$ cat config.mk
export PLATFORM = sky130hd
export DESIGN_NAME = hsv_to_rgb_converter
export DESIGN_NICKNAME = d
export VERILOG_FILES = /design/src/hw/rtl/hsv2rgb_pkg.sv /design/src/hw/rtl/hsv2rgb_hue_split.sv /design/src/hw/rtl/hsv_to_rgb_converter.sv
export SDC_FILE = /design/constraint.sdc
export NUM_CORES = 2
export LEC_CHECK = 0
export ABC_AREA = 1
export BUFFER_PORTS_ARGS = -buffer_cell sky130_fd_sc_hd__buf_2
export CORE_UTILIZATION = 50
export CTS_BUF_LIST = sky130_fd_sc_hd__clkbuf_16
export DETAILED_ROUTE_END_ITERATION = 12
export PLACE_DENSITY = 0.63
export RECOVER_POWER = 50
export SLEW_MARGIN = 20
export SYNTH_ARGS = -nofsm -noshare
export SYNTH_HDL_FRONTEND = slang
export SYNTH_SLANG_ARGS = --single-unit
$ cat constraint.sdc
create_clock -name clk_i -period 6 [get_ports clk_i]
set_input_delay 0.6 -clock clk_i [delete_from_list [all_inputs] [get_ports clk_i]]
set_output_delay 0.6 -clock clk_i [all_outputs]
set_load 0.03 [all_outputs]
$ cat src/hw/rtl/hsv2rgb_pkg.sv
package hsv2rgb_pkg;

  // Field widths.
  localparam int unsigned HueW   = 16;
  localparam int unsigned LevelW = 8;
  localparam int unsigned OffsW  = 6;

  // Hue wrapping: the signed hue is lifted by a multiple of a full turn so that
  // it is never negative, then reduced modulo a full turn.
  localparam int unsigned FullTurn  = 360;
  localparam int unsigned SectorDeg = 60;
  localparam int unsigned LiftW     = HueW + 1;
  localparam logic [LiftW-1:0] HueLift = LiftW'(92 * FullTurn);

  // Floor division of a 17-bit lifted hue by 360 through a reciprocal.
  localparam int unsigned TurnShift = 26;
  localparam int unsigned TurnMulW  = 18;
  localparam logic [TurnMulW-1:0] TurnMul =
    TurnMulW'(((64'd1 << TurnShift) + 64'd359) / 64'd360);

  // Level arithmetic: 15300 is one sector's full scale (255 * 60).
  localparam int unsigned LevelMax    = 255;
  localparam int unsigned SectorScale = LevelMax * SectorDeg;
  localparam int unsigned TermW       = 14;
  localparam int unsigned NumW        = 22;

  // Exact floor division of a 22-bit numerator by a constant through a
  // rounded-up reciprocal: shift is numerator width plus ceil(log2(divisor)).
  localparam int unsigned RecipW       = 23;
  localparam int unsigned Div255Shift  = NumW + 8;
  localparam int unsigned DivSecShift  = NumW + 14;
  localparam logic [RecipW-1:0] Div255Mul =
    RecipW'(((64'd1 << Div255Shift) + 64'd254) / 64'd255);
  localparam logic [RecipW-1:0] DivSecMul =
    RecipW'(((64'd1 << DivSecShift) + 64'd15299) / 64'd15300);
  localparam int unsigned ProdW = NumW + RecipW;

  // Request latency from acceptance to the result strobe.
  localparam int unsigned Latency = 7;

  typedef enum logic [2:0] {
    SEC_RED_YEL  = 3'd0,
    SEC_YEL_GRN  = 3'd1,
    SEC_GRN_CYN  = 3'd2,
    SEC_CYN_BLU  = 3'd3,
    SEC_BLU_MAG  = 3'd4,
    SEC_MAG_RED  = 3'd5
  } sector_e;

  typedef struct packed {
    sector_e             sector;
    logic [OffsW-1:0]    offs;
    logic [LevelW-1:0]   sat;
    logic [LevelW-1:0]   val;
  } split_t;

endpackage

$ cat src/hw/rtl/hsv2rgb_hue_split.sv
module hsv2rgb_hue_split import hsv2rgb_pkg::*; (
  input  logic                     clk_i,
  input  logic                     rst_ni,
  input  logic                     valid_i,
  input  logic signed [HueW-1:0]   hue_i,
  input  logic [LevelW-1:0]        sat_i,
  input  logic [LevelW-1:0]        val_i,
  output logic                     valid_o,
  output split_t                   split_o
);

  localparam int unsigned QuotW = 8;

  // Stage A: lift and reciprocal quotient.
  logic [2:0]                valid_q;
  logic [LiftW-1:0]          lift_d, lift_q;
  logic [QuotW-1:0]          quot_d, quot_q;
  logic [LiftW+TurnMulW-1:0] quot_prod;
  logic [LevelW-1:0]         sat_a_q, val_a_q, sat_b_q, val_b_q;

  // Stage B: wrapped hue.
  logic [LiftW-1:0]          rem_full;
  logic [8:0]                hue_d, hue_q;

  // Stage C: sector and offset.
  sector_e                   sector_d;
  logic [8:0]                base;
  logic [8:0]                offs_full;
  split_t                    split_d, split_q;

  assign lift_d    = LiftW'({hue_i[HueW-1], hue_i}) + HueLift;
  assign quot_prod = LiftW'(lift_d) * TurnMul;
  assign quot_d    = quot_prod[TurnShift +: QuotW];

  assign rem_full = lift_q - LiftW'(quot_q * LiftW'(FullTurn));
  assign hue_d    = rem_full[8:0];

  always_comb begin
    if (hue_q < 9'd60) begin
      sector_d = SEC_RED_YEL;
      base     = 9'd0;
    end else if (hue_q < 9'd120) begin
      sector_d = SEC_YEL_GRN;
      base     = 9'd60;
    end else if (hue_q < 9'd180) begin
      sector_d = SEC_GRN_CYN;
      base     = 9'd120;
    end else if (hue_q < 9'd240) begin
      sector_d = SEC_CYN_BLU;
      base     = 9'd180;
    end else if (hue_q < 9'd300) begin
      sector_d = SEC_BLU_MAG;
      base     = 9'd240;
    end else begin
      sector_d = SEC_MAG_RED;
      base     = 9'd300;
    end
    offs_full      = hue_q - base;
    split_d.sector = sector_d;
    split_d.offs   = offs_full[OffsW-1:0];
    split_d.sat    = sat_b_q;
    split_d.val    = val_b_q;
  end

  always_ff @(posedge clk_i or negedge rst_ni) begin
    if (!rst_ni) begin
      valid_q <= '0;
    end else begin
      valid_q <= {valid_q[1:0], valid_i};
    end
  end

  always_ff @(posedge clk_i) begin
    lift_q  <= lift_d;
    quot_q  <= quot_d;
    sat_a_q <= sat_i;
    val_a_q <= val_i;
    hue_q   <= hue_d;
    sat_b_q <= sat_a_q;
    val_b_q <= val_a_q;
    split_q <= split_d;
  end

  assign valid_o = valid_q[2];
  assign split_o = split_q;

  // The wrapped hue must always land inside one full turn.
  a_hue_in_turn: assert property (@(posedge clk_i) disable iff (!rst_ni)
    valid_q[1] |-> hue_q < 9'd360)
    else $error("wrapped hue outside one turn");

  a_offs_in_sector: assert property (@(posedge clk_i) disable iff (!rst_ni)
    valid_o |-> split_o.offs < OffsW'(SectorDeg))
    else $error("sector offset out of range");

  a_lift_positive: assert property (@(posedge clk_i) disable iff (!rst_ni)
    valid_q[0] |-> lift_q >= LiftW'(352))
    else $error("lifted hue below expected minimum");

endmodule

$ cat src/hw/rtl/hsv_to_rgb_converter.sv
// Channel   Direction  Handshake                Payload
// request   in         start_i && !busy_o       hue_degrees_i, saturation_i, brightness_i
// result    out        valid_o (one-cycle)      red_level_o, green_level_o, blue_level_o
//
// One request is taken in every cycle; busy_o never rises.
// The datapath has seven register stages between acceptance and the result (lift and
// quotient, hue wrap, sector split, terms, products, divide, select).
// Reset clears only the valid bits of the pipeline; payload registers are not reset.
// The receiver cannot stall, so nothing is ever held back inside the pipeline.
module hsv_to_rgb_converter import hsv2rgb_pkg::*; (
  input  logic                    clk_i,
  input  logic                    rst_ni,
  input  logic                    start_i,
  output logic                    busy_o,
  input  logic signed [HueW-1:0]  hue_degrees_i,
  input  logic [LevelW-1:0]       saturation_i,
  input  logic [LevelW-1:0]       brightness_i,
  output logic                    valid_o,
  output logic [LevelW-1:0]       red_level_o,
  output logic [LevelW-1:0]       green_level_o,
  output logic [LevelW-1:0]       blue_level_o
);

  // Every cycle is free to accept a request since the pipeline never stalls.
  logic   accept;
  logic   split_valid;
  split_t split;

  assign busy_o = 1'b0;
  assign accept = start_i && !busy_o;

  // The first three stages wrap the hue and break it into sector and offset.
  hsv2rgb_hue_split u_split (
    .clk_i   (clk_i),
    .rst_ni  (rst_ni),
    .valid_i (accept),
    .hue_i   (hue_degrees_i),
    .sat_i   (saturation_i),
    .val_i   (brightness_i),
    .valid_o (split_valid),
    .split_o (split)
  );

  // Stage D: the three subtractive terms. The first scales by 255, the other
  // two by a full sector scale of 15300 (255 * 60).
  logic [3:0]          valid_q;
  logic [TermW-1:0]    sat_offs, sat_rest;
  logic [OffsW-1:0]    rest;
  logic [LevelW-1:0]   t1_d, t1_q;
  logic [TermW-1:0]    t2_d, t2_q, t3_d, t3_q;
  sector_e             sector_d_q, sector_e_q, sector_f_q;
  logic [LevelW-1:0]   val_d_q, val_e_q, val_f_q;
  logic                grey_d_q, grey_e_q, grey_f_q;

  assign rest     = OffsW'(SectorDeg) - split.offs;
  assign sat_offs = TermW'(split.sat) * TermW'(split.offs);
  assign sat_rest = TermW'(split.sat) * TermW'(rest);
  assign t1_d     = LevelW'(LevelMax) - split.sat;
  assign t2_d     = TermW'(SectorScale) - sat_offs;
  assign t3_d     = TermW'(SectorScale) - sat_rest;

  // Stage E: numerators, biased by divisor minus one so that the floor
  // division that follows rounds the quotient up.
  logic [NumW-1:0] n1_d, n1_q, n2_d, n2_q, n3_d, n3_q;

  assign n1_d = NumW'(val_d_q) * NumW'(t1_q) + NumW'(LevelMax - 1);
  assign n2_d = NumW'(val_d_q) * NumW'(t2_q) + NumW'(SectorScale - 1);
  assign n3_d = NumW'(val_d_q) * NumW'(t3_q) + NumW'(SectorScale - 1);

  // Stage F: divide by constants through exact rounded-up reciprocals. Every
  // quotient is at most the brightness, so eight bits always hold it.
  logic [ProdW-1:0]  p1, p2, p3;
  logic [LevelW-1:0] c1_d, c1_q, c2_d, c2_q, c3_d, c3_q;

  assign p1   = ProdW'(n1_q) * ProdW'(Div255Mul);
  assign p2   = ProdW'(n2_q) * ProdW'(DivSecMul);
  assign p3   = ProdW'(n3_q) * ProdW'(DivSecMul);
  assign c1_d = p1[Div255Shift +: LevelW];
  assign c2_d = p2[DivSecShift +: LevelW];
  assign c3_d = p3[DivSecShift +: LevelW];

  // Stage G: place the levels by sector. Grey input bypasses the terms so all
  // three channels carry the brightness.
  logic [LevelW-1:0] red_d, green_d, blue_d;
  logic [LevelW-1:0] red_q, green_q, blue_q;

  always_comb begin
    case (sector_f_q)
      SEC_RED_YEL: begin
        red_d = val_f_q;  green_d = c3_q;    blue_d = c1_q;
      end
      SEC_YEL_GRN: begin
        red_d = c2_q;     green_d = val_f_q; blue_d = c1_q;
      end
      SEC_GRN_CYN: begin
        red_d = c1_q;     green_d = val_f_q; blue_d = c3_q;
      end
      SEC_CYN_BLU: begin
        red_d = c1_q;     green_d = c2_q;    blue_d = val_f_q;
      end
      SEC_BLU_MAG: begin
        red_d = c3_q;     green_d = c1_q;    blue_d = val_f_q;
      end
      default: begin
        red_d = val_f_q;  green_d = c1_q;    blue_d = c2_q;
      end
    endcase
    if (grey_f_q) begin
      red_d   = val_f_q;
      green_d = val_f_q;
      blue_d  = val_f_q;
    end
  end

  // Only the valid bits are reset; they alone decide what reaches the output.
  always_ff @(posedge clk_i or negedge rst_ni) begin
    if (!rst_ni) begin
      valid_q <= '0;
    end else begin
      valid_q <= {valid_q[2:0], split_valid};
    end
  end

  always_ff @(posedge clk_i) begin
    t1_q       <= t1_d;
    t2_q       <= t2_d;
    t3_q       <= t3_d;
    sector_d_q <= split.sector;
    val_d_q    <= split.val;
    grey_d_q   <= (split.sat == '0);
    n1_q       <= n1_d;
    n2_q       <= n2_d;
    n3_q       <= n3_d;
    sector_e_q <= sector_d_q;
    val_e_q    <= val_d_q;
    grey_e_q   <= grey_d_q;
    c1_q       <= c1_d;
    c2_q       <= c2_d;
    c3_q       <= c3_d;
    sector_f_q <= sector_e_q;
    val_f_q    <= val_e_q;
    grey_f_q   <= grey_e_q;
    red_q      <= red_d;
    green_q    <= green_d;
    blue_q     <= blue_d;
  end

  assign valid_o       = valid_q[3];
  assign red_level_o   = red_q;
  assign green_level_o = green_q;
  assign blue_level_o  = blue_q;

  // A result strobe must trace back to exactly one accepted request.
  a_result_has_request: assert property (@(posedge clk_i) disable iff (!rst_ni)
    valid_o |-> $past(accept, Latency))
    else $error("result without a matching request");

  // Grey input yields three equal channels.
  a_grey_equal: assert property (@(posedge clk_i) disable iff (!rst_ni)
    (valid_o && $past(saturation_i, Latency) == '0) |->
      (red_level_o == green_level_o && green_level_o == blue_level_o))
    else $error("grey input gave unequal channels");

  // No channel may exceed the brightness, and one channel always reaches it.
  a_levels_bounded: assert property (@(posedge clk_i) disable iff (!rst_ni)
    valid_o |-> (red_level_o <= $past(brightness_i, Latency) &&
                 green_level_o <= $past(brightness_i, Latency) &&
                 blue_level_o <= $past(brightness_i, Latency)))
    else $error("channel above brightness");

  a_level_peak: assert property (@(posedge clk_i) disable iff (!rst_ni)
    valid_o |-> (red_level_o == $past(brightness_i, Latency) ||
                 green_level_o == $past(brightness_i, Latency) ||
                 blue_level_o == $past(brightness_i, Latency)))
    else $error("no channel at brightness");

endmodule
# Word-level counts from Yosys, hierarchy flattened
# Cells that the tools add are included.
dict set report op_classes {
  addsub 10
  multipliers 10
  magnitude_cmp 5
  n_eq_ne 4
  mux 15
  n_reduce_logical 8
}
# cell n
set op_table {}
lappend op_table {{$mul 22x22->43 const B} 2}
lappend op_table {{$pmux 8 s3} 3}
lappend op_table {{$add 22x14->22 const B} 2}
lappend op_table {{$mul 8x14->22} 2}
lappend op_table {{$mul 17x23->38 const B} 1}
lappend op_table {{$mul 17x17->33 const B} 1}
lappend op_table {{$mul 8x6->14} 2}
lappend op_table {{$sub 14x14->14 const A} 2}
lappend op_table {{$mux 6} 4}
lappend op_table {{$mux 8} 3}
lappend op_table {{$lt 9x8->1 const B} 2}
lappend op_table {{$add 16x8->17 const B} 1}
lappend op_table {{$add 17x16->17 const B} 1}
lappend op_table {{$mul 8x8->16} 1}
lappend op_table {{$reduce_or 2->1} 5}
lappend op_table {{$lt 9x6->1 const B} 1}
lappend op_table {{$lt 9x7->1 const B} 1}
lappend op_table {{$lt 9x9->1 const B} 1}
lappend op_table {{$sub 9x9->9} 1}
lappend op_table {{$logic_not 8->1} 1}
lappend op_table {{$mul 8x6->6 const B} 1}
lappend op_table {{$sub 8x8->8 const A} 1}
lappend op_table {{$eq 3x2->1 const B} 2}
lappend op_table {{$sub 6x6->6} 1}
lappend op_table {{8 further kinds} 10}
dict set report word_totals {
  ff_bits 271
  in_bits 35
  out_inout_bits 26
  wordCells 88
}

# Logic depth before layout (Yosys ltp)
dict set report logic_depth {
  word_depth 7
  ltp_mapped 30
  ltp_nobuf 30
}

# By module
# From an unflattened synthesis, not the netlist that was laid out.
dict set report hier_totals {
  cells_unflattened 5252
  area_unflattened_um2 42235.5
}
# module n_inst cells_per_inst area_per_inst_um2 seq_area_each_um2
set modules_own_cells {}
lappend modules_own_cells {hsv_to_rgb_converter 1 4296 34441.8 3683.5}
lappend modules_own_cells {hsv2rgb_hue_split 1 956 7793.7 1696.6}

# Least setup slack after synthesis
# OpenSTA, ideal clock, no wires.
dict set report synth_path {
  path_kind {input -> register}
  startpoint {input hue_degrees_i[5]}
  endpoint {register u_split.quot_q[5]}
  setup_ns 0.112
  arrival_time_ns 5.044
  required_ns 5.888
  path_slack_ns 0.844
  path_stages 24
  n_path_buf 0
  cell_sequence {inv_2 > ha_1 > o21ai_2 > nand2_2 > nor2_4 > inv_2 > nor3_2 > xnor2_1 > ha_1 > ha_1 > a21o_1 > fa_1 > fa_1 > ha_1 > ha_1 > ha_1 > a21oi_1 > o21bai_1 > a21oi_1 > nand2_1 > a21oi_1 > nand2_1 > nand2_1 > nand2_1}
}
dict set report synth_between {
  elab_chain_len 2
}
# item line
set synth_lines {}
lappend synth_lines {{start: declaration} hsv_to_rgb_converter.sv:15} ;# input logic signed [HueW-1:0] hue_degrees_i,
lappend synth_lines {{$add 17x16->17} hsv2rgb_hue_split.sv:31} ;# assign lift_d = LiftW'({hue_i[HueW-1], hue_i}) + HueLift;
lappend synth_lines {{$mul 17x17->33} hsv2rgb_hue_split.sv:32} ;# assign quot_prod = LiftW'(lift_d) * TurnMul;
lappend synth_lines {{net u_split.quot_prod[31]} hsv2rgb_hue_split.sv:18} ;# logic [LiftW+TurnMulW-1:0] quot_prod;
lappend synth_lines {{end signal: assignment} hsv2rgb_hue_split.sv:75} ;# quot_q <= quot_d;
lappend synth_lines {{end: declaration} hsv2rgb_hue_split.sv:17} ;# logic [QuotW-1:0] quot_d, quot_q;
# The timed path passes the listed nets, and every way through them passes these cells.
# A chain may end at the register's enable or synchronous reset.

# Worst setup path after layout
dict set report layout_path {
  startpoint {register n3_q[15]}
  endpoint {register c3_q[6]}
}
dict set report layout_between {
  elab_chain_len 1
}
# item line
set layout_lines {}
lappend layout_lines {{start: declaration} hsv_to_rgb_converter.sv:64} ;# logic [NumW-1:0] n1_d, n1_q, n2_d, n2_q, n3_d, n3_q;
lappend layout_lines {{start signal: assignment} hsv_to_rgb_converter.sv:133} ;# n3_q <= n3_d;
lappend layout_lines {{$mul 22x22->43} hsv_to_rgb_converter.sv:77} ;# assign p3 = ProdW'(n3_q) * ProdW'(DivSecMul);
lappend layout_lines {{net p3[42]} hsv_to_rgb_converter.sv:72} ;# logic [ProdW-1:0] p1, p2, p3;
lappend layout_lines {{end signal: assignment} hsv_to_rgb_converter.sv:139} ;# c3_q <= c3_d;
lappend layout_lines {{end: declaration} hsv_to_rgb_converter.sv:73} ;# logic [LevelW-1:0] c1_d, c1_q, c2_d, c2_q, c3_d, c3_q;
# The timed path passes the listed nets, and every way through them passes these cells.

==> metrics <==
Synth async-reset ratio=0.0262; Fin Setup TNS=0 ns; Post-CTS Setup Inserts=0; Mapped Cells=5221; Crit path largest cell delay=0.61 ns; io pins=61; largest net degree at the start of global routing=37; final period utilization=0.912; CTS H-tree depth=2; Clock Latency Late Sink=0.56 ns; Hold Path Origin=brightness_i[1]; Post-Route WL=100 mm; critical path type=flop to flop; Layout area overhead=6.42%; syn_area_per_cell=8.09 µm²; vias=32260; Die Span Y=293 µm; die width=293 µm; maximum clock rate=183 MHz; first-pass GRT wire length=168 mm; EDFF count, synth=0; DRC=0; Critical-path top delay cell=dfxtp_1; Warnings, synthesis=0; Worst setup EP type=flop; antenna violations before repair=0; Hold Crit Class=primary input to flop; r2r worst-path depth=21; mapped cell area=42300 µm²; CTS tree=yes; vias per cell=5.02; max-slew violation count=0; layout cell share with drive strength beyond 1=0.0318; post-cts hold buffer count=1; clk_skew=0.0249 ns; sequential fraction of the synthesis area=0.127; status=complete, no violations; DP Wirelength=87.5 mm; Critical R2R Capture=c3_q[6]; FP Rows=106; NumNets Final=6675; Initial Util=0.505; DR pass1 iterations=8; CP Capture Point=c3_q[6]; CTS Buf Count=35; clk root buf=clkbuf_16; Worst Path Max Fanout=7; FF+latch count, synth=267; Core Area=83700 µm²; IO buf count=59; worst r2r src=n3_q[15]; clock sink total=267; endpoints failing setup=0; worst slew pin tran=0.865 ns; Reg2Reg Setup Slack=0.53 ns; Iteration-0 DRC Markers=1884; most common cell after layout, fill and taps aside=inv_1; Max-Cap Viols=0; Synth cell types=61; post-layout minimum cycle time=5.47 ns; clk slew on worst S/H paths=0.07 ns; fillers=8031; CP startpoint=n3_q[15]; dominant synthesized flop cell=dfxtp_1; Hold Vio Cnt, Final=0; vias in the first global route=33519; commonest non-fill, non-tap cells in the layout=inv_1, nand2_1, ha_1; Synthesized Nets=6636; CP Launch Type=flop; Slew HR=0.423; critical path data arrival time=5.92 ns; GRT overflow=0; worst path cell trace=ha_1 -> fa_1 -> inv_1 -> fa_1 -> inv_1 -> ha_1 -> fa_1 -> fa_1 -> inv_1 -> fa_1 -> inv_1 -> ha_1 -> a21oi_1 -> a21boi_0 -> o21ai_0 -> nand2_1 -> nand2_1 -> nand2_1 -> nand3_1 -> nand2_1 -> nand2_1; maximum clock path buffer count=3; CTS resizes=0; Req. time, crit path=6.45 ns; GP Congestion=0.934; RSZ-0062 raised after global routing=no; gr usage total=0.242; die area=85700 µm²; routed len/inst=15.6 µm; DRT antenna net count=0
## stage by stage
stage	std cells	instance area [µm²]	worst slack, ns	util	hold WS (ns)
after floorplan	5221	42300	0.844	-	0.304
after global placement	6356	43900	0.491	0.524	0.311
after detailed placement	6356	43900	0.422	0.524	0.312
after CTS	6419	45000	0.574	0.538	0.116
after global routing	6419	45000	0.194	0.537	0.117
final	6420	45000	0.526	0.537	0.135
## cells in the mapped netlist (all sizes together) (2+ instances only)
cell,n,area [µm²]
a211oi,4,30.0
a21boi,8,67.6
a21o,19,143
a21oi,237,1190
a31oi,13,81.3
and2,2,12.5
and3,2,12.5
buf,12,58.8
clkbuf,78,305
dfrtp,7,175
dfxtp,260,5200
fa,541,10800
ha,839,10500
inv,1346,5050
nand2,1007,3860
nand3,130,656
nand3b,9,67.6
nand4,44,275
nor2,282,1100
nor3,20,105
nor3b,3,27.5
nor4,11,75.1
o2111ai,5,43.8
o211ai,3,22.5
o21a,9,67.6
o21ai,142,718
o21bai,29,218
o221ai,15,131
o22ai,13,81.3
or2,9,56.3
xnor2,46,410
xor2,71,648
## how the worst min path moves through the flow
| stage | cells after the start | slack, ns | endpoint |
|---|---|---|---|
| after floorplan | 0 | 0.30 | u_split.valid_q[0] |
| after global placement | 0 | 0.31 | val_d_q[6] |
| after detailed placement | 0 | 0.31 | sector_e_q[1] |
| after CTS | 1 | 0.12 | u_split.val_a_q[1] |
| after global routing | 1 | 0.12 | u_split.sat_a_q[3] |
| final | 1 | 0.14 | u_split.val_a_q[1] |
## final cells by class
type / count / area (µm²) / area share
Antenna cell: 1 / 2.50 / 0.0000556
Timing Repair Buffer: 92 / 502 / 0.0112
Tap cell: 1134 / 1420 / 0.0315
Inverter: 1346 / 5050 / 0.112
Clock buffer: 35 / 876 / 0.0195
Clock inverter: 27 / 279 / 0.00620
Sequential cell: 267 / 5380 / 0.120
Multi-Input combinational cell: 3518 / 31500 / 0.700
## sequential cells by signal, indices dropped and copies added (netlist names), 9 cells and up
name,flops
t2_q,13
n2_q,21
u_split.lift_q,9
n3_q,22
u_split.split_o,25
u_split.hue_q,9
t3_q,14
n1_q,17
## logic make-up after synthesis
family                     share of synthesized area
adders and majority gates                      0.505
DFF                                            0.127
buffers and inverters                          0.128
xor gates and xnor gates                      0.0250
AOI/OAI and AO/OA                             0.0667
and+or+nand+nor                                0.148
other                                      0.0000887
## routing by layer
layer	vias up	part of all wire	GRT usage
li1	16107	-	-
met1	15348	0.48	0.337
met2	691	0.45	0.399
met3	114	0.051	0.0313
met4	0	0.023	0.0594
met5	-	0	0
## worst max-delay path: cells and delay by family (launching register included)
family	cells	cell delay [ns]
adders and majority gates	8	3.49
and+or+nand+nor	6	0.41
DFF	1	0.61
AOI/OAI and AO/OA	3	0.65
buffers and inverters	4	0.20
Power is not shown: default switching activity piles up to over one toggle a cycle in this logic, so the estimate is an artifact.
